<file path="src/rtl/core/kmp_pattern_search_unit_macros.svh">
// ----------------------------------------------------------------------------
// KMP pattern search assertion macros
// Shared assertion forms for the pattern search block.
// ----------------------------------------------------------------------------
`ifndef KMP_PATTERN_SEARCH_UNIT_MACROS_SVH
`define KMP_PATTERN_SEARCH_UNIT_MACROS_SVH

// Same-cycle implication, checked outside reset.
`define KMP_ASSERT_IMP(lbl, ante, cons, msg) \
    lbl: assert property (@(posedge clk) disable iff (!rst_n) (ante) |-> (cons)) \
        else $error(msg);

// Next-cycle implication, checked outside reset.
`define KMP_ASSERT_NXT(lbl, ante, cons, msg) \
    lbl: assert property (@(posedge clk) disable iff (!rst_n) (ante) |=> (cons)) \
        else $error(msg);

`endif

</file>
<file path="src/rtl/core/kmp_pkg.sv">
// ----------------------------------------------------------------------------
// KMP pattern search package
// Types and constants shared by the pattern search block.
// ----------------------------------------------------------------------------
package kmp_pkg;

    localparam int MAX_PATTERN = 32;
    localparam int IDX_W       = $clog2(MAX_PATTERN);
    localparam int CNT_W       = $clog2(MAX_PATTERN + 1);

    localparam logic MODE_PATTERN = 1'b0;
    localparam logic MODE_TEXT    = 1'b1;

    typedef struct packed {
        logic       mode;
        logic [7:0] data_byte;
        logic       first;
        logic       last;
    } req_t;

    typedef struct packed {
        logic found;
        logic pattern_invalid;
    } rsp_t;

endpackage

</file>
<file path="src/rtl/core/kmp_pattern_search_unit.sv">
// ----------------------------------------------------------------------------
// KMP pattern search unit
// Streaming Knuth-Morris-Pratt matcher with on-the-fly failure table build.
// ----------------------------------------------------------------------------
// A request is either a pattern byte or a text byte. Both walk the failure
// chain through one shared compare step on a single read port of the pattern
// and failure memories, one chain step per cycle. A request is taken in the
// idle state and, where it needs a walk, steps the chain in the compare state;
// a text byte marked last then passes through the emit state to post its result.
// Requests are stalled outside the idle state; a waiting result holds up only
// the post of a later result. No clearing pass is needed after reset.
// ----------------------------------------------------------------------------
`include "kmp_pattern_search_unit_macros.svh"

module kmp_pattern_search_unit
(
    input  logic          clk,
    input  logic          rst_n,
    input  logic          req_valid,
    output logic          req_stall,
    input  kmp_pkg::req_t req,
    output logic          rsp_valid,
    input  logic          rsp_stall,
    output kmp_pkg::rsp_t rsp
);

    localparam logic [1:0] ST_IDLE = 2'd0;
    localparam logic [1:0] ST_CMP  = 2'd1;
    localparam logic [1:0] ST_EMIT = 2'd2;

    localparam logic [kmp_pkg::CNT_W-1:0] MAX_CNT = kmp_pkg::CNT_W'(kmp_pkg::MAX_PATTERN);
    localparam logic [kmp_pkg::CNT_W-1:0] ONE_CNT = kmp_pkg::CNT_W'(1);

    logic [7:0]                pat_mem  [kmp_pkg::MAX_PATTERN];
    logic [kmp_pkg::CNT_W-1:0] fail_mem [kmp_pkg::MAX_PATTERN];

    logic [1:0]                state_reg,    state_next;
    logic [kmp_pkg::CNT_W-1:0] count_reg,    count_next;
    logic                      overflow_reg, overflow_next;
    logic [kmp_pkg::CNT_W-1:0] pos_reg,      pos_next;
    logic                      found_reg,    found_next;
    logic [kmp_pkg::CNT_W-1:0] walk_reg,     walk_next;
    logic [kmp_pkg::CNT_W-1:0] prev_fail_reg, prev_fail_next;
    logic [7:0]                prev_byte_reg, prev_byte_next;
    logic                      mode_reg,     mode_next;
    logic [7:0]                byte_reg,     byte_next;
    logic                      last_reg,     last_next;
    logic [kmp_pkg::IDX_W-1:0] idx_reg,      idx_next;
    logic                      rsp_valid_reg, rsp_valid_next;
    kmp_pkg::rsp_t             rsp_reg,      rsp_next;

    logic [7:0]                rd_pat_reg;
    logic [kmp_pkg::CNT_W-1:0] rd_fail_reg;
    logic [kmp_pkg::IDX_W-1:0] rd_addr;

    logic                      pat_we;
    logic [kmp_pkg::IDX_W-1:0] pat_waddr;
    logic                      fail_we;
    logic [kmp_pkg::IDX_W-1:0] fail_waddr;
    logic [kmp_pkg::CNT_W-1:0] fail_wdata;

    logic                      req_fire;
    logic                      pat_valid;
    logic [kmp_pkg::CNT_W-1:0] cnt_sel;
    logic [kmp_pkg::CNT_W-1:0] k_sel;
    logic [kmp_pkg::CNT_W-1:0] fail_dec;
    logic [kmp_pkg::CNT_W-1:0] prev_fail_dec;
    logic [kmp_pkg::CNT_W-1:0] walk_inc;
    logic [7:0]                cmp_byte;
    logic                      cmp_eq;

    assign req_stall = (state_reg != ST_IDLE);
    assign req_fire  = req_valid && !req_stall;
    assign rsp_valid = rsp_valid_reg;
    assign rsp       = rsp_reg;

    assign pat_valid     = (count_reg != '0) && !overflow_reg;
    assign cnt_sel       = req.first ? '0 : count_reg;
    assign k_sel         = req.first ? '0 : pos_reg;
    assign fail_dec      = rd_fail_reg - ONE_CNT;
    assign prev_fail_dec = prev_fail_reg - ONE_CNT;
    assign walk_inc      = walk_reg + ONE_CNT;
    assign cmp_byte      = (mode_reg == kmp_pkg::MODE_TEXT) ? byte_reg : prev_byte_reg;
    assign cmp_eq        = (rd_pat_reg == cmp_byte);

    always_comb
    begin
        if (state_reg == ST_CMP)
        begin
            rd_addr = fail_dec[kmp_pkg::IDX_W-1:0];
        end
        else if (req.mode == kmp_pkg::MODE_TEXT)
        begin
            rd_addr = k_sel[kmp_pkg::IDX_W-1:0];
        end
        else
        begin
            rd_addr = prev_fail_dec[kmp_pkg::IDX_W-1:0];
        end
    end

    always_comb
    begin
        state_next     = state_reg;
        count_next     = count_reg;
        overflow_next  = overflow_reg;
        pos_next       = pos_reg;
        found_next     = found_reg;
        walk_next      = walk_reg;
        prev_fail_next = prev_fail_reg;
        prev_byte_next = prev_byte_reg;
        mode_next      = mode_reg;
        byte_next      = byte_reg;
        last_next      = last_reg;
        idx_next       = idx_reg;
        rsp_valid_next = rsp_valid_reg && rsp_stall;
        rsp_next       = rsp_reg;
        pat_we         = 1'b0;
        pat_waddr      = cnt_sel[kmp_pkg::IDX_W-1:0];
        fail_we        = 1'b0;
        fail_waddr     = idx_reg;
        fail_wdata     = '0;

        unique case (state_reg)
            ST_IDLE:
            begin
                if (req_fire)
                begin
                    mode_next = req.mode;
                    byte_next = req.data_byte;
                    last_next = req.last;
                    if (req.mode == kmp_pkg::MODE_PATTERN)
                    begin
                        pos_next = '0;
                        if (cnt_sel >= MAX_CNT)
                        begin
                            overflow_next = 1'b1;
                        end
                        else
                        begin
                            overflow_next = req.first ? 1'b0 : overflow_reg;
                            count_next    = cnt_sel + ONE_CNT;
                            pat_we        = 1'b1;
                            idx_next      = cnt_sel[kmp_pkg::IDX_W-1:0];
                            if (cnt_sel == '0)
                            begin
                                fail_we        = 1'b1;
                                fail_waddr     = cnt_sel[kmp_pkg::IDX_W-1:0];
                                fail_wdata     = '0;
                                prev_fail_next = '0;
                                prev_byte_next = req.data_byte;
                            end
                            else if (prev_fail_reg == '0)
                            begin
                                fail_we        = 1'b1;
                                fail_waddr     = cnt_sel[kmp_pkg::IDX_W-1:0];
                                fail_wdata     = ONE_CNT;
                                prev_fail_next = ONE_CNT;
                                prev_byte_next = req.data_byte;
                            end
                            else
                            begin
                                walk_next  = prev_fail_reg;
                                state_next = ST_CMP;
                            end
                        end
                    end
                    else
                    begin
                        if (req.first)
                        begin
                            found_next = 1'b0;
                            pos_next   = '0;
                        end
                        if (pat_valid && (k_sel < count_reg))
                        begin
                            walk_next  = k_sel + ONE_CNT;
                            state_next = ST_CMP;
                        end
                        else
                        begin
                            if (pat_valid)
                            begin
                                pos_next = '0;
                            end
                            if (req.last)
                            begin
                                state_next = ST_EMIT;
                            end
                        end
                    end
                end
            end

            ST_CMP:
            begin
                if (mode_reg == kmp_pkg::MODE_PATTERN)
                begin
                    if (cmp_eq || (rd_fail_reg == '0))
                    begin
                        fail_we        = 1'b1;
                        fail_waddr     = idx_reg;
                        fail_wdata     = cmp_eq ? walk_inc : ONE_CNT;
                        prev_fail_next = fail_wdata;
                        prev_byte_next = byte_reg;
                        state_next     = ST_IDLE;
                    end
                    else
                    begin
                        walk_next = rd_fail_reg;
                    end
                end
                else
                begin
                    if (cmp_eq)
                    begin
                        if (walk_reg == count_reg)
                        begin
                            found_next = 1'b1;
                            pos_next   = '0;
                        end
                        else
                        begin
                            pos_next = walk_reg;
                        end
                        state_next = last_reg ? ST_EMIT : ST_IDLE;
                    end
                    else if ((rd_fail_reg == '0) || (rd_fail_reg > count_reg))
                    begin
                        pos_next   = '0;
                        state_next = last_reg ? ST_EMIT : ST_IDLE;
                    end
                    else
                    begin
                        walk_next = rd_fail_reg;
                    end
                end
            end

            ST_EMIT:
            begin
                if (!rsp_valid_reg || !rsp_stall)
                begin
                    rsp_valid_next          = 1'b1;
                    rsp_next.found          = found_reg && pat_valid;
                    rsp_next.pattern_invalid = !pat_valid;
                    state_next              = ST_IDLE;
                end
            end

            default:
            begin
                state_next = ST_IDLE;
            end
        endcase
    end

    always_ff @(posedge clk)
    begin
        if (pat_we)
        begin
            pat_mem[pat_waddr] <= req.data_byte;
        end
        if (fail_we)
        begin
            fail_mem[fail_waddr] <= fail_wdata;
        end
        rd_pat_reg  <= pat_mem[rd_addr];
        rd_fail_reg <= fail_mem[rd_addr];
    end

    always_ff @(posedge clk or negedge rst_n)
    begin
        if (!rst_n)
        begin
            state_reg     <= ST_IDLE;
            count_reg     <= '0;
            overflow_reg  <= 1'b0;
            pos_reg       <= '0;
            found_reg     <= 1'b0;
            prev_fail_reg <= '0;
            rsp_valid_reg <= 1'b0;
        end
        else
        begin
            state_reg     <= state_next;
            count_reg     <= count_next;
            overflow_reg  <= overflow_next;
            pos_reg       <= pos_next;
            found_reg     <= found_next;
            prev_fail_reg <= prev_fail_next;
            rsp_valid_reg <= rsp_valid_next;
        end
    end

    always_ff @(posedge clk)
    begin
        walk_reg      <= walk_next;
        prev_byte_reg <= prev_byte_next;
        mode_reg      <= mode_next;
        byte_reg      <= byte_next;
        last_reg      <= last_next;
        idx_reg       <= idx_next;
        rsp_reg       <= rsp_next;
    end

    `KMP_ASSERT_IMP(a_count_bound, 1'b1, count_reg <= MAX_CNT, "pattern count exceeds store depth")
    `KMP_ASSERT_IMP(a_overflow_full, overflow_reg, count_reg == MAX_CNT, "overflow with store not full")
    `KMP_ASSERT_IMP(a_pos_bound, pos_reg != '0, pos_reg < count_reg, "match position beyond pattern")
    `KMP_ASSERT_IMP(a_walk_live, state_reg == ST_CMP, walk_reg != '0, "chain walk at empty prefix")
    `KMP_ASSERT_NXT(a_rsp_hold, rsp_valid_reg && rsp_stall, rsp_valid_reg, "stalled result dropped")

endmodule

</file>
<file path="config.mk">
export PLATFORM = sky130hd
export DESIGN_NAME = kmp_pattern_search_unit
export DESIGN_NICKNAME = d
export VERILOG_FILES = /design/src/rtl/core/kmp_pkg.sv /design/src/rtl/core/kmp_pattern_search_unit.sv
export VERILOG_INCLUDE_DIRS = /design/src /design/src/rtl/core
export SDC_FILE = /design/constraint.sdc
export NUM_CORES = 1
export LEC_CHECK = 0
export BUFFER_PORTS_ARGS = -buffer_cell sky130_fd_sc_hd__buf_2
export CAP_MARGIN = 25
export CORE_MARGIN = 10
export CORE_UTILIZATION = 50
export DETAILED_ROUTE_END_ITERATION = 10
export GPL_TIMING_DRIVEN = 1
export PLACE_DENSITY_LB_ADDON = 0.08
export SETUP_SLACK_MARGIN = 0.1
export SLEW_MARGIN = 10
export SYNTH_ARGS = -nofsm -noshare
export SYNTH_HDL_FRONTEND = slang
export SYNTH_SLANG_ARGS = --single-unit
export TNS_END_PERCENT = 5
</file>
<file path="constraint.sdc">
create_clock -name clk -period 3.47 [get_ports clk]
set_clock_uncertainty 0.05 [all_clocks]
set_input_delay 0.5205 -clock clk [delete_from_list [all_inputs] [get_ports clk]]
set_output_delay 0.5205 -clock clk [all_outputs]
set_load 0.03 [all_outputs]
</file>
* Word level (Yosys, flattened, before mapping)
Memory sizes are Yosys's and may differ from the RTL's. A register that Yosys moved wholly into a read port is not among the register bits.
Index checks and enable logic that the tools add are counted.
** Cells by class
- Add/sub/neg operators :: 5
- Magnitude comparators :: 3
- Equality and inequality tests :: 27
- Muxes and demuxes :: 96
- Bitwise gates (word level) :: 2
- Reductions and logical operators :: 30
** Operators by type and width (count)
- two-way mux 6 bit :: 30
- two-way mux 8 bit :: 8
- one-hot mux 6 bit (2 select lines) :: 4
- two-way mux 5 bit :: 8
- two-way mux 1 bit :: 29
- two-way mux 2 bit :: 13
- != test 3 bit (second input constant) :: 8
- adder 6 x 1 -> 6 bit (second input constant) :: 3
- logical NOT 6 bit :: 3
- != test 2 bit (second input constant) :: 9
- one-hot mux 8 bit (2 select lines) :: 1
- AND reduction 7 bit :: 2
- AND reduction 4 bit :: 3
- subtractor 5 x 1 -> 5 bit (second input constant) :: 2
- AND reduction 9 bit :: 1
- equality test 8 bit :: 1
- AND reduction 8 bit :: 1
- equality test 6 bit :: 1
- >= comparator 6 bit (second input constant) :: 1
- greater-than comparator 6 bit :: 1
- less-than comparator 6 bit :: 1
- != test 3 x 2 -> 1 bit (second input constant) :: 2
- one-hot mux 2 bit (3 select lines) :: 1
- nonzero test 2 bit :: 3
- other kinds (13) :: 27
** Storage, ports and cells
- Register bits :: 54
- RAM bits :: 448
- Logic and storage cells :: 180
- Memories kept :: 2
** Memories
- pat_mem :: words 32, bits a word 8, rd ports 1, clocked after Yosys merged registers in 1, wr ports 1, RTL line kmp_pattern_search_unit.sv:34 : logic [7:0] pat_mem [kmp_pkg::MAX_PATTERN];
- fail_mem :: words 32, bits a word 6, rd ports 1, clocked after Yosys merged registers in 1, wr ports 1, RTL line kmp_pattern_search_unit.sv:35 : logic [kmp_pkg::CNT_W-1:0] fail_mem [kmp_pkg::MAX_PATTERN];

* Longest topological paths before layout
Gate-level depths: netlist of the first run.
- Word-level depth :: 9
- Mapped depth :: 12
- Gate-level depth less buffers :: 10

* Worst setup path before layout of the first run
OpenSTA, ideal clock, no wires.
- Kind :: input to register
- Start :: input port req[1] in the netlist's numbering
- End :: memory fail_mem[24][0] in the netlist's numbering, enable pin
- Library setup time :: 0.269 ns
- Arrival time :: 2.794 ns
- Required time :: 3.151 ns
- Slack :: 0.358 ns
- Stages :: 11
- Cells stage by stage :: buf_2 clkbuf_1 nor2_1 inv_1 ha_1 o21ai_0 a21oi_2 a21oi_1 clkinv_1 nand3_1 nor2_1
** On the way
- Word-level cells in the longest chain between the ends :: 9
** RTL lines
- from (decl) :: RTL line kmp_pattern_search_unit.sv:21 : input kmp_pkg::req_t req,
- two-way mux 6 bit (*) :: RTL line kmp_pattern_search_unit.sv:78 : assign cnt_sel = req.first ? '0 : count_reg;
- via cnt_sel (one bit) :: RTL line kmp_pattern_search_unit.sv:64 : logic [kmp_pkg::CNT_W-1:0] cnt_sel;
- parallel branches: the longest is 8 deep, another holds >= comparator 6 bit
- to (decl) :: RTL line kmp_pattern_search_unit.sv:35
Mark *: on every way through the listed nets, which the timed path passes.

* Worst setup path in the final report of the first run
- Start :: register count_reg[0] in the netlist's numbering
- End :: memory fail_mem[17][5] in the netlist's numbering, enable pin
** On the way
- Word-level cells in the longest chain between the ends :: 9
** RTL lines
- from (decl) :: RTL line kmp_pattern_search_unit.sv:38 : logic [kmp_pkg::CNT_W-1:0] count_reg, count_next;
- from (signal assigned) :: RTL line kmp_pattern_search_unit.sv:287 : count_reg <= count_next;
- two-way mux 6 bit (*) :: RTL line kmp_pattern_search_unit.sv:78
- via cnt_sel (one bit) :: RTL line kmp_pattern_search_unit.sv:64
- parallel branches: the longest is 8 deep, another holds >= comparator 6 bit
Marked as above.

==> results of run 1 <==
==> worst reg2reg max path: cells and delay by family, from the launching register on <==
family / cells / cell delay, ps
and+or+nand+nor: 4 / 1090
DFF: 1 / 460
adders and majority gates: 1 / 210
buffers and inverters: 1 / 130
AOI/OAI and AO/OA: 2 / 560
muxes: 1 / 400
==> kinds of logic after synthesis <==
group,share of synthesized area
xor gates and xnor gates,0.0104
muxes,0.0183
AOI/OAI and AO/OA,0.0914
buffers and inverters,0.0279
and+or+nand+nor,0.145
DFF,0.696
adders and majority gates,0.0109
==> layer usage <==
layer / track usage / up-vias / routed length (um)
met3: 0.0536 / 111 / 4530
met4: 0.0677 / 0 / 1700
li1: - / 6643 / -
met5: 0 / - / 0
met1: 0.311 / 7117 / 26300
met2: 0.330 / 569 / 25700
==> area by class of cell <==
cell class                 instances  share of cell area
timing repair buffer             126              0.0447
clock buffer                      79              0.0594
inverter                          37             0.00556
sequential                       516               0.610
clock inverter                    18             0.00596
multi-input combinational       1091               0.245
tap                              585              0.0293
==> cell usage in the layout, fill, tap and decap left out, types with 4 or more instances in the layout <==
cell type / n
sky130_fd_sc_hd__nand4_1: 34
sky130_fd_sc_hd__a2111oi_0: 9
sky130_fd_sc_hd__o21ai_0: 27
sky130_fd_sc_hd__ha_1: 19
sky130_fd_sc_hd__a31oi_1: 46
sky130_fd_sc_hd__a311oi_1: 26
sky130_fd_sc_hd__buf_4: 90
sky130_fd_sc_hd__clkbuf_1: 21
sky130_fd_sc_hd__xnor2_1: 23
sky130_fd_sc_hd__o22ai_1: 8
sky130_fd_sc_hd__a32o_1: 15
sky130_fd_sc_hd__inv_1: 32
sky130_fd_sc_hd__nor4_1: 15
sky130_fd_sc_hd__o31ai_1: 14
sky130_fd_sc_hd__a2111oi_1: 4
sky130_fd_sc_hd__clkbuf_8: 4
sky130_fd_sc_hd__nor3_1: 9
sky130_fd_sc_hd__a21oi_1: 43
sky130_fd_sc_hd__nor2_1: 84
sky130_fd_sc_hd__buf_12: 17
sky130_fd_sc_hd__buf_2: 18
sky130_fd_sc_hd__nand3_1: 26
sky130_fd_sc_hd__dfrtp_1: 23
sky130_fd_sc_hd__edfxtp_1: 479
sky130_fd_sc_hd__dfxtp_1: 14
sky130_fd_sc_hd__nor2b_1: 7
sky130_fd_sc_hd__and3_1: 58
sky130_fd_sc_hd__a21o_1: 10
sky130_fd_sc_hd__o211ai_1: 15
sky130_fd_sc_hd__a22oi_1: 16
sky130_fd_sc_hd__mux2i_1: 39
sky130_fd_sc_hd__clkinv_1: 11
sky130_fd_sc_hd__a32oi_1: 13
sky130_fd_sc_hd__clkbuf_16: 54
sky130_fd_sc_hd__nand2b_1: 8
sky130_fd_sc_hd__nor2_2: 15
sky130_fd_sc_hd__and2_1: 4
sky130_fd_sc_hd__nand2_1: 451
==> power by group <==
| group | internal, mW | switching, mW | leakage, nW |
|---|---|---|---|
| registers | 7.09 | 0.269 | 5.10 |
| logic | 2.54 | 4.68 | 3.07 |
| clock network | 3.09 | 2.30 | 0.784 |
| total | 12.7 | 7.25 | 8.96 |
==> what timing repair did <==
| action | in CTS | in global routing |
|---|---|---|
| gates resized for setup | 0 | 15 |
| endpoints found under the setup margin | 0 | 192 |
| hold buffers | 1 | 0 |
| endpoints found under the hold margin | 23 | 0 |
==> metrics by stage <==
step	setup TNS (ps)	power (mW)	area, sq um	setup WS, ps
after floorplan	0	11.8	21900	358
after global placement	0	14.6	23300	46.0
after detailed placement	-1870	14.6	23300	-41.2
after CTS	0	20.0	24900	151
after global routing	0	21.0	25000	3.33
final	0	20.0	25000	217
==> worst max-delay path by stage <==
stage                           end  slack [ps]  cells past startpoint
floorplan           fail_mem[24][0]         360                     11
global placement    fail_mem[18][5]          50                     11
detailed placement  fail_mem[15][3]         -40                     11
CTS                 fail_mem[14][3]         150                     10
global route         fail_mem[9][2]           3                      9
finish              fail_mem[17][5]         220                      9
==> metrics.log, run 1 <==
INFO  metric synth_top_area_share = 0.657
INFO  metric timing_worst_setup_path_type = flip-flop to flip-flop
INFO  metric worstHoldPathCells = 1
INFO  metric cp_top_family = simple AND/OR/NAND/NOR gates
INFO  metric finish.cell_count_without_fillers = 2452
INFO  metric clock_latency_late_sink = 600 ps
INFO  metric cts_post_setup_buffers_inserted = 0
INFO  metric worst-r2r-cell-count = 9
INFO  metric numClockSinks = 516
INFO  metric globalRoute.totalOverflow = 0
INFO  metric result_of_the_run = complete, no violations
INFO  metric dr.pass1.iters = 5
INFO  metric worst_r2r_setup_slack = 220 ps
INFO  metric grt_start_max_net_pins = 70
INFO  metric h-tree-depth = 2
INFO  metric regToRegStartpoint = count_reg[0]
INFO  metric slowest_stage_cell_cp = sky130_fd_sc_hd__dfrtp_1
INFO  metric worst_slew_margin_rel = 0.329
INFO  metric hpwlAfterDp = 37.7 mm
INFO  metric synth-main-ff-cell = sky130_fd_sc_hd__edfxtp_1
INFO  metric gate_count_after_technology_mapping = 1746
INFO  metric layout-area-overhead-vs-synth = 14.1%
INFO  metric floorplan.die.width = 229 um
INFO  metric post-synth-top-count-cell = sky130_fd_sc_hd__edfxtp_1
INFO  metric detail_route.vias_per_cell = 5.89
INFO  metric worst_pin_slew = 981 ps
INFO  metric final_layout_size_suffix_gt1_frac = 0.124
INFO  metric timing.rr.end = fail_mem[17][5]
INFO  metric critical_path.n_buffers_inverters = 1
INFO  metric multiInputGateArea = 6120 sq um
INFO  metric synth.cells.most_frequent = sky130_fd_sc_hd__edfxtp_1, sky130_fd_sc_hd__nand2_1, sky130_fd_sc_hd__nor2_1
INFO  metric hold_path_class = input pin to flip-flop
INFO  metric core_region_area = 43200 sq um
INFO  metric number_of_antenna_violations_at_the_first_check_in_global_routing = 0
INFO  metric post_synthesis_cell_area = 21900 sq um
INFO  metric synth_top_cell_by_area = sky130_fd_sc_hd__edfxtp_1
INFO  metric min_hold_slack = 68.3 ps
INFO  metric number_of_flip_flops_under_the_largest_register_name = 256
INFO  metric yosysUniqueCellTypes = 71
INFO  metric synthesis.nets = 1780
INFO  metric total_leakage_power = 8.96 nW
INFO  metric dp_cells = 2354
INFO  metric layout_top_registers = pat_mem x256, fail_mem x192
INFO  metric clock-root-buffer = sky130_fd_sc_hd__clkbuf_16
INFO  metric dieHeight = 229 um
INFO  metric worstSetupStartpointType = flip-flop
INFO  metric gp_routability_congestion = 0.890
INFO  metric drtAntennaViolNets = 0
INFO  metric yosysWarnings = 0
INFO  metric unrepaired_setup_endpoints_after_global_routing = yes
INFO  metric tritoncts = done
INFO  metric placementRows = 76
INFO  metric detailedRoute.firstIterationViolations = 1570
INFO  metric worst_hold_path.endpoint = last_reg
INFO  metric min_period_over_period = 0.937
INFO  metric cts_buffer_depth = 3
INFO  metric critPathMaxFanout = 6
INFO  metric synth.top_cells.by_area = sky130_fd_sc_hd__edfxtp_1, sky130_fd_sc_hd__nand2_1, sky130_fd_sc_hd__dfrtp_1
INFO  metric via_count_of_the_first_global_routing_pass = 14100
INFO  metric ir_drop = 0.466 mV
INFO  metric cp-end-kind = flip-flop
INFO  metric vias = 14400
INFO  metric grt_pass1_wl = 88.6 mm
INFO  metric layout.filler_cells = 3564
INFO  metric routed_wire_length_per_instance = 23.8 um
INFO  metric drv_slew = 0
INFO  metric crit_arrival = 3470 ps
INFO  metric antenna-diode-count = 0
INFO  metric fmaxAchievable = 0.307 GHz
INFO  metric synth_async_sr_flop_share = 0.0446
INFO  metric top_level_ports = 19
INFO  metric postLayoutCoreUtil = 0.579
INFO  metric floorplan.die_area = 52600 sq um
INFO  metric post_synthesis_sequential_area_ratio = 0.696
INFO  metric power_density = 800 nW/um^2
INFO  metric largest-register = pat_mem
INFO  metric worst_ep_required_time = 3690 ps
INFO  metric crit_path_start = count_reg[0]
INFO  metric hold_path_startpoint = req[0]
INFO  metric drt_drc_violations_left = 0
INFO  metric finalNetCount = 1859
INFO  metric finalSetupViolCount = 0
INFO  metric floorplan.initialDensity = 0.507
INFO  metric regArea = 15200 sq um
INFO  metric crit_path_max_incr_delay = 460 ps
INFO  metric final-hold-violation-count = 0
INFO  metric tritoncts.num_buffers = 53
INFO  metric synth-edff-count = 479
INFO  metric cell_by_cell_trace_of_the_critical_path = nor2b_1 -> inv_1 -> ha_1 -> o21ai_0 -> a21oi_2 -> mux2_2 -> nor2_1 -> nand3_1 -> nor2_2
INFO  metric postSynthAreaPerCell = 12.5 sq um
INFO  metric place.port_buffers = 18
INFO  metric timing.final.crit_period = 3250 ps
INFO  metric clk_transition_reported_paths = 60 ps
INFO  metric totalWireLength = 58.2 mm
INFO  metric synth_seq_cells = 516
INFO  metric timing.max_cap.violations = 0
INFO  metric globalRouteTotalUtil = 0.220
No activity file was read; power rests on OpenSTA's default activity.
==> run 2: changes to the inputs <==
CELL_PAD_IN_SITES_DETAIL_PLACEMENT = 2   (was not set)
CELL_PAD_IN_SITES_GLOBAL_PLACEMENT = 2   (was not set)
CORE_MARGIN = 3   (was 10)
CORE_UTILIZATION = 45   (was 50)
==> run 2 against run 1 <==
  * Setup slack got worse by 110 ps
  * Final area increased by 1.7%
  * Sequential power up 0.8%
  * First-iteration DRC count down 22%
  * Sequential cell count did not move
  * Global-route usage increased by 7.6 points
  * Core utilization decreased by 4.9 points
  * Critical path type unchanged
  * Critical endpoint is now fail_mem[12][4]
  * Largest power group is now combinational cells
  * Highest routed layer unchanged
==> metrics.log, run 2 (synthesized netlist as in run 1, its figures left out) <==
INFO  metric final-hold-violation-count = 0 (unchanged)
INFO  metric finalNetCount = 1882 (+1.2%)
INFO  metric tritoncts.num_buffers = 55 (+3.8%)
INFO  metric timing.rr.end = fail_mem[12][4]
INFO  metric worst-r2r-cell-count = 8 (-1)
INFO  metric layout_top_registers = pat_mem x256, fail_mem x192
INFO  metric worst_ep_required_time = 3750 ps (+60 ps)
INFO  metric worst_hold_path.endpoint = last_reg
INFO  metric drtAntennaViolNets = 0 (unchanged)
INFO  metric floorplan.die_area = 51300 sq um (-2.3%)
INFO  metric dr.pass1.iters = 8 (+3)
INFO  metric dieHeight = 227 um (-1.2%)
INFO  metric min_period_over_period = 0.970 (+0.0326)
INFO  metric drv_slew = 0 (unchanged)
INFO  metric unrepaired_setup_endpoints_after_global_routing = yes
INFO  metric hpwlAfterDp = 49.2 mm (+30%)
INFO  metric vias = 15400 (+6.7%)
INFO  metric clock_latency_late_sink = 620 ps (+20 ps)
INFO  metric power_density = 832 nW/um^2 (+4.1%)
INFO  metric totalWireLength = 75.5 mm (+30%)
INFO  metric globalRoute.totalOverflow = 0 (unchanged)
INFO  metric cts_post_setup_buffers_inserted = 0 (unchanged)
INFO  metric h-tree-depth = 2 (unchanged)
INFO  metric finalSetupTns = 0 ps (unchanged)
INFO  metric final_design_area_no_fill = 25400 sq um (+1.7%)
INFO  metric grt_start_max_net_pins = 66 (-5.7%)
INFO  metric final_cell_mix = sky130_fd_sc_hd__edfxtp_1, sky130_fd_sc_hd__nand2_1, sky130_fd_sc_hd__buf_4, sky130_fd_sc_hd__nor2_1, sky130_fd_sc_hd__clkbuf_16
INFO  metric layout-area-overhead-vs-synth = 16.1%
INFO  metric worst_slew_margin_rel = 0.332 (+0.00298)
INFO  metric ir_drop = 0.464 mV (-0.34%)
INFO  metric numClockSinks = 516 (unchanged)
INFO  metric number_of_flip_flops_under_the_largest_register_name = 256 (unchanged)
INFO  metric crit_arrival = 3640 ps (+170 ps)
INFO  metric floorplan.initialDensity = 0.457 (-0.0505)
INFO  metric timing.final.crit_period = 3370 ps (+113 ps)
INFO  metric globalRouteTotalUtil = 0.296 (+0.0762)
INFO  metric largest-register = pat_mem
INFO  metric hold_path_class = input pin to flip-flop
INFO  metric place.port_buffers = 18 (unchanged)
INFO  metric clock-root-buffer = sky130_fd_sc_hd__clkbuf_16
INFO  metric layout.filler_cells = 4522 (+27%)
INFO  metric crit_path_start = count_reg[5]
INFO  metric timing_worst_setup_path_type = flip-flop to flip-flop
INFO  metric cp-end-kind = flip-flop
INFO  metric detailedRoute.firstIterationViolations = 1232 (-22%)
INFO  metric via_count_of_the_first_global_routing_pass = 16800 (+20%)
INFO  metric regArea = 15200 sq um (about the same)
INFO  metric gp_routability_congestion = 0.889 (-0.15%)
INFO  metric number_of_antenna_violations_at_the_first_check_in_global_routing = 1 (+1)
INFO  metric placementRows = 80 (+5.3%)
INFO  metric critPathMaxFanout = 6 (unchanged)
INFO  metric fmaxAchievable = 0.297 GHz (-3.4%)
INFO  metric worstSetupStartpointType = flip-flop
INFO  metric timing.max_cap.violations = 0 (unchanged)
INFO  metric instance_area_at_placement = 23500 sq um (+1.1%)
INFO  metric regToRegStartpoint = count_reg[5]
INFO  metric worstHoldPathCells = 1 (unchanged)
INFO  metric worst_r2r_setup_slack = 100 ps (-110 ps)
INFO  metric clk_transition_reported_paths = 60 ps (about the same)
INFO  metric detail_route.vias_per_cell = 6.14 (+4.2%)
INFO  metric cts_buffer_depth = 3 (unchanged)
INFO  metric routed_wire_length_per_instance = 30.1 um (+27%)
INFO  metric mostFrequentLayoutCell = sky130_fd_sc_hd__edfxtp_1
INFO  metric finalSetupViolCount = 0 (unchanged)
INFO  metric grt_pass1_wl = 111 mm (+25%)
INFO  metric drt_drc_violations_left = 0 (unchanged)
INFO  metric hold_path_startpoint = req[0]
INFO  metric total_leakage_power = 9.18 nW (+2.5%)
INFO  metric multiInputGateArea = 6150 sq um (+0.39%)
INFO  metric top_level_ports = 19 (unchanged)
INFO  metric floorplan.die.width = 227 um (-1.2%)
INFO  metric design_power_total = 21.2 mW (+5.9%)
INFO  metric core_region_area = 47900 sq um (+11%)
INFO  metric final_layout_size_suffix_gt1_frac = 0.140 (+0.0162)
INFO  metric tritoncts = done
INFO  metric result_of_the_run = complete, no violations
INFO  metric worst_pin_slew = 998 ps (+17.2 ps)
run 2: cell count changes in the layout (fill, tap and decap cells not counted), moves of 4 or more:
cell                        previous run  this run
sky130_fd_sc_hd__clkbuf_16            54        59
sky130_fd_sc_hd__clkinv_2              3        11
sky130_fd_sc_hd__nor2_1               84        95
sky130_fd_sc_hd__nor2_2               15         5
sky130_fd_sc_hd__nor4_1               15        11
sky130_fd_sc_hd__buf_4                90       105
sky130_fd_sc_hd__nor4_2                1         6
run 2: timing repair:
| item | in CTS | in global routing |
|---|---|---|
| hold endpoints to repair | 23 | 0 |
| hold buffers | 1 | 0 |
| endpoints found under the setup margin | 5 | 129 |
| resized for setup | 7 | 14 |
| pin swaps | 0 | 1 |
run 2: through the flow:
step	hold WS, ps	setup slack [ps]	instances	util
2_1_floorplan	175	358	1746	-
3_3_place_gp	453	98.1	2405	0.491
3_5_place_dp	469	-95.9	2405	0.491
4_1_cts	47.6	51.5	2509	0.529
5_1_grt	52.1	12.4	2509	0.530
6_report	79.0	104	2510	0.530
run 2: where the power goes:
group          total [mW]  switching (mW)  internal (mW)
registers            7.42           0.323           7.09
logic                7.87            5.28           2.59
clock network        5.87            2.51           3.36
total                21.2            8.11           13.0
run 2: worst max-delay path, stage by stage (launching register included):
cell	delay (ps)
sky130_fd_sc_hd__dfrtp_1	470
sky130_fd_sc_hd__nor4_1	500
sky130_fd_sc_hd__o21ai_0	360
sky130_fd_sc_hd__a21oi_2	410
sky130_fd_sc_hd__mux2_2	400
sky130_fd_sc_hd__nor2_1	170
sky130_fd_sc_hd__nand3_1	280
sky130_fd_sc_hd__nor2_1	220
sky130_fd_sc_hd__buf_4	190
run 2: layout make-up:
cell class,count,share of cell area
Clock buffer,82,0.0635
Tap cell,615,0.0303
Inverter,37,0.00546
Clock inverter,21,0.00635
Antenna cell,1,0.0000985
Timing Repair Buffer,147,0.0527
Multi-Input combinational cell,1091,0.242
Sequential cell,516,0.600
run 2: worst max path at each step:
stage | slack (ps) | cells past startpoint | endpoint
after floorplan | 360 | 11 | fail_mem[24][0]
after detailed placement | -100 | 11 | rd_pat_reg[7]
after global placement | 100 | 10 | rd_pat_reg[1]
final | 100 | 8 | fail_mem[12][4]
after global routing | 10 | 8 | fail_mem[24][5]
after CTS | 50 | 11 | rd_pat_reg[7]
run 2: routing by layer:
metal / track usage / wire length, um / vias up
met3: 0.0584 / 4770 / 150
met2: 0.493 / 36700 / 532
li1: - / - / 6673
met1: 0.392 / 31800 / 8054
met4: 0.0990 / 2260 / 0
met5: 0 / 0 / -
==> run 3: changes to the inputs <==
ABC_AREA = 1   (was not set)
CORE_UTILIZATION = 42   (was 45)
==> run 3 against run 2 <==
  * Register-to-register slack better by 110 ps
  * Fmax is 3.3% higher
  * Setup slack better by 110 ps
  * Clock-buffer cell count is 9 lower
  * Via count is 14% higher
  * Area after synthesis is 8.1% higher
  * Critical path type unchanged
  * Highest routed layer unchanged
==> metrics.log, run 3 <==
INFO  metric result_of_the_run = complete, no violations
INFO  metric timing.max_cap.violations = 0 (unchanged)
INFO  metric synth-edff-count = 479 (unchanged)
INFO  metric clock-root-buffer = sky130_fd_sc_hd__clkbuf_16
INFO  metric cts_buffer_depth = 3 (unchanged)
INFO  metric vias = 17500 (+14%)
INFO  metric via_count_of_the_first_global_routing_pass = 19500 (+16%)
INFO  metric regToRegStartpoint = state_reg[0]
INFO  metric timing_worst_setup_path_type = flip-flop to flip-flop
INFO  metric slowest_stage_cell_cp = sky130_fd_sc_hd__dfrtp_1
INFO  metric synth.top_cells.by_area = sky130_fd_sc_hd__edfxtp_1, sky130_fd_sc_hd__nand2_1, sky130_fd_sc_hd__nand3_1
INFO  metric routed_wire_length_per_instance = 25.2 um (-16%)
INFO  metric synth_seq_cells = 516 (unchanged)
INFO  metric cts_post_setup_buffers_inserted = 0 (unchanged)
INFO  metric final_layout_size_suffix_gt1_frac = 0.111 (-0.0289)
INFO  metric floorplan.initialDensity = 0.427 (-0.0295)
INFO  metric total_leakage_power = 11.0 nW (+20%)
INFO  metric worst_ep_required_time = 3710 ps (-40 ps)
INFO  metric gp_routability_congestion = 0.826 (-7.1%)
INFO  metric worst_pin_slew = 883 ps (-115 ps)
INFO  metric synthesis.nets = 2368 (+33%)
INFO  metric finalSetupTns = 0 ps (unchanged)
INFO  metric worst-r2r-cell-count = 9 (+1)
INFO  metric critical_path.n_buffers_inverters = 0 (-1)
INFO  metric number_of_flip_flops_under_the_largest_register_name = 256 (unchanged)
INFO  metric grt_start_max_net_pins = 141 (+110%)
INFO  metric core_region_area = 55400 sq um (+16%)
INFO  metric fmaxAchievable = 0.307 GHz (+3.3%)
INFO  metric cp_common_cell = sky130_fd_sc_hd__nand2_1
INFO  metric hpwlAfterDp = 50.4 mm (+2.4%)
INFO  metric top_level_ports = 19 (unchanged)
INFO  metric numClockSinks = 516 (unchanged)
INFO  metric tritoncts.num_buffers = 56 (+1.8%)
INFO  metric hold_path_class = input pin to flip-flop
INFO  metric worstSetupStartpointType = flip-flop
INFO  metric power_density = 892 nW/um^2 (+7.2%)
INFO  metric layout-area-overhead-vs-synth = 14.4%
INFO  metric layout.filler_cells = 5691 (+26%)
INFO  metric antenna-diode-count = 0 (-1)
INFO  metric crit_path_max_incr_delay = 400 ps (-100 ps)
INFO  metric post-synth-top-count-cell = sky130_fd_sc_hd__nand2_1
INFO  metric yosysWarnings = 0 (unchanged)
INFO  metric mostFrequentLayoutCell = sky130_fd_sc_hd__nand2_1
INFO  metric synth.cells.most_frequent = sky130_fd_sc_hd__nand2_1, sky130_fd_sc_hd__edfxtp_1, sky130_fd_sc_hd__nand3_1
INFO  metric synth-main-ff-cell = sky130_fd_sc_hd__edfxtp_1
INFO  metric place.port_buffers = 18 (unchanged)
INFO  metric synth_top_cell_by_area = sky130_fd_sc_hd__edfxtp_1
INFO  metric largest-register = pat_mem
INFO  metric gate_count_after_technology_mapping = 2334 (+34%)
INFO  metric h-tree-depth = 2 (unchanged)
INFO  metric totalWireLength = 79.8 mm (+5.7%)
INFO  metric design_power_total = 24.2 mW (+14%)
INFO  metric final-hold-violation-count = 0 (unchanged)
INFO  metric cp_top_family = simple AND/OR/NAND/NOR gates
INFO  metric postSynthAreaPerCell = 10.1 sq um (-19%)
INFO  metric critPathMaxFanout = 6 (unchanged)
INFO  metric synth_async_sr_flop_share = 0.0446 (unchanged)
INFO  metric post_synthesis_cell_area = 23700 sq um (+8.1%)
INFO  metric tritoncts = done
INFO  metric cp-end-kind = flip-flop
INFO  metric final_cell_mix = sky130_fd_sc_hd__nand2_1, sky130_fd_sc_hd__edfxtp_1, sky130_fd_sc_hd__nand3_1, sky130_fd_sc_hd__inv_1, sky130_fd_sc_hd__nand3b_1
INFO  metric floorplan.die.width = 243 um (+7.4%)
INFO  metric finalNetCount = 2412 (+28%)
INFO  metric worst_r2r_setup_slack = 210 ps (+110 ps)
INFO  metric globalRouteTotalUtil = 0.270 (-0.0264)
INFO  metric dieHeight = 243 um (+7.4%)
INFO  metric globalRoute.totalOverflow = 0 (unchanged)
INFO  metric placementRows = 86 (+7.5%)
INFO  metric timing.rr.end = fail_mem[22][4]
INFO  metric min_period_over_period = 0.939 (-0.0313)
INFO  metric clk_transition_reported_paths = 60 ps (about the same)
INFO  metric worstHoldPathCells = 1 (unchanged)
INFO  metric cell_by_cell_trace_of_the_critical_path = nor2_1 -> nand2_1 -> nor2_4 -> nand2_1 -> nor2_1 -> nand2_1 -> o21ai_2 -> nand3_1 -> nor2_2
INFO  metric finalSetupViolCount = 0 (unchanged)
INFO  metric crit_arrival = 3490 ps (-150 ps)
INFO  metric dr.pass1.iters = 5 (-3)
INFO  metric grt_pass1_wl = 121 mm (+9.1%)
INFO  metric worst_slew_margin_rel = 0.411 (+0.0788)
INFO  metric floorplan.die_area = 59200 sq um (+15%)
INFO  metric detailedRoute.firstIterationViolations = 1198 (-2.8%)
INFO  metric synth_top_area_share = 0.608 (-0.0493)
INFO  metric timing.final.crit_period = 3260 ps (-109 ps)
INFO  metric unrepaired_setup_endpoints_after_global_routing = yes
INFO  metric detail_route.vias_per_cell = 5.52 (-10%)
INFO  metric drtAntennaViolNets = 0 (unchanged)
INFO  metric drv_slew = 0 (unchanged)
INFO  metric hold_path_startpoint = req[0]
INFO  metric layout_top_registers = pat_mem x256, fail_mem x192
INFO  metric worst_hold_path.endpoint = last_reg
INFO  metric post_synthesis_sequential_area_ratio = 0.644 (-0.0522)
INFO  metric yosysUniqueCellTypes = 42 (-41%)
INFO  metric number_of_antenna_violations_at_the_first_check_in_global_routing = 0 (-1)
INFO  metric ir_drop = 0.837 mV (+80%)
INFO  metric drt_drc_violations_left = 0 (unchanged)
INFO  metric clock_latency_late_sink = 620 ps (about the same)
==> run 3: cell types whose count changed after synthesis, moves of 37 or more <==
cell,previous run,this run
sky130_fd_sc_hd__nand3_1,26,380
sky130_fd_sc_hd__inv_1,32,288
sky130_fd_sc_hd__nand3b_1,2,147
sky130_fd_sc_hd__nand2_1,451,593
sky130_fd_sc_hd__and3_1,58,1
sky130_fd_sc_hd__a31oi_1,46,3
sky130_fd_sc_hd__mux2i_1,39,0
sky130_fd_sc_hd__a21oi_1,44,7
==> run 3: worst max path at each step <==
stage	startpoint	end	slack, ps	cells past startpoint
2_1_floorplan	mode_reg	fail_mem[0][0]	440	10
4_1_cts	count_reg[0]	fail_mem[27][2]	80	12
3_3_place_gp	req[1]	fail_mem[22][5]	6	12
3_5_place_dp	req[1]	fail_mem[10][3]	-140	12
6_report	state_reg[0]	fail_mem[22][4]	210	9
5_1_grt	state_reg[0]	fail_mem[22][5]	-100	9
==> run 3: final cells by class <==
class                   count  area, sq um  share of cell area
clock buffers              73         1540              0.0568
repair buffers            105          946              0.0349
clock inverters            29          309              0.0114
flip-flops and latches    516        15200               0.563
multi-input cells        1405         7020               0.259
inverters                 294         1100              0.0407
well taps                 748          936              0.0345
==> run 3: worst reg2reg max path: stages, from the launching register on <==
cell                      delay (ps)
sky130_fd_sc_hd__dfrtp_1         400
sky130_fd_sc_hd__nor2_1          270
sky130_fd_sc_hd__nand2_1         210
sky130_fd_sc_hd__nor2_4          240
sky130_fd_sc_hd__nand2_1         200
sky130_fd_sc_hd__nor2_1          270
sky130_fd_sc_hd__nand2_1         180
sky130_fd_sc_hd__o21ai_2         360
sky130_fd_sc_hd__nand3_1         350
sky130_fd_sc_hd__nor2_2          400
==> run 3: power by group <==
group / internal [mW] / leakage, nW / switching, mW
registers: 7.18 / 5.11 / 0.302
clock network: 3.56 / 0.909 / 2.56
logic: 2.89 / 5.03 / 7.68
total: 13.6 / 11.0 / 10.5
==> run 3: per-stage QoR <==
step                cells  utilization  hold WS [ps]  worst slack (ps)  instance area (sq um)
floorplan            2334            -           175               437                  23700
global placement     3066        0.453           435              6.01                  25100
detailed placement   3066        0.453           432              -137                  25100
CTS                  3169        0.486          60.3              84.6                  27000
global route         3170        0.489          66.7              -101                  27100
finish               3170        0.489          94.7               213                  27100
==> run 3: routing by layer <==
metal  vias to the layer above  global-route usage  part of all wire
li1                       7924                   -                 -
met1                      9078               0.342              0.42
met2                       356               0.476              0.51
met3                       132              0.0362             0.037
met4                         0              0.0937             0.031
met5                         -                   0                 0
==> run 3: cell families (layout without fill, tap and decap cells) <==
logic type | Yosys count | count (layout) | synth area share
AO/OA/AOI/OAI | 92 | 92 | 0.0220
XOR/XNOR | 5 | 5 | 0.00185
adder cells (fa/ha/maj) | 19 | 19 | 0.0100
buffers and inverters | 413 | 501 | 0.0688
flip-flops | 516 | 516 | 0.644
AND/OR/NAND/NOR | 1289 | 1289 | 0.254
==> run 3: timing repair <==
item                                    CTS  global route
gates resized for setup                   1            38
endpoints found under the setup margin   12           192
cloned                                    0             0
hold buffers                              1             0
hold endpoints to repair                 23             0
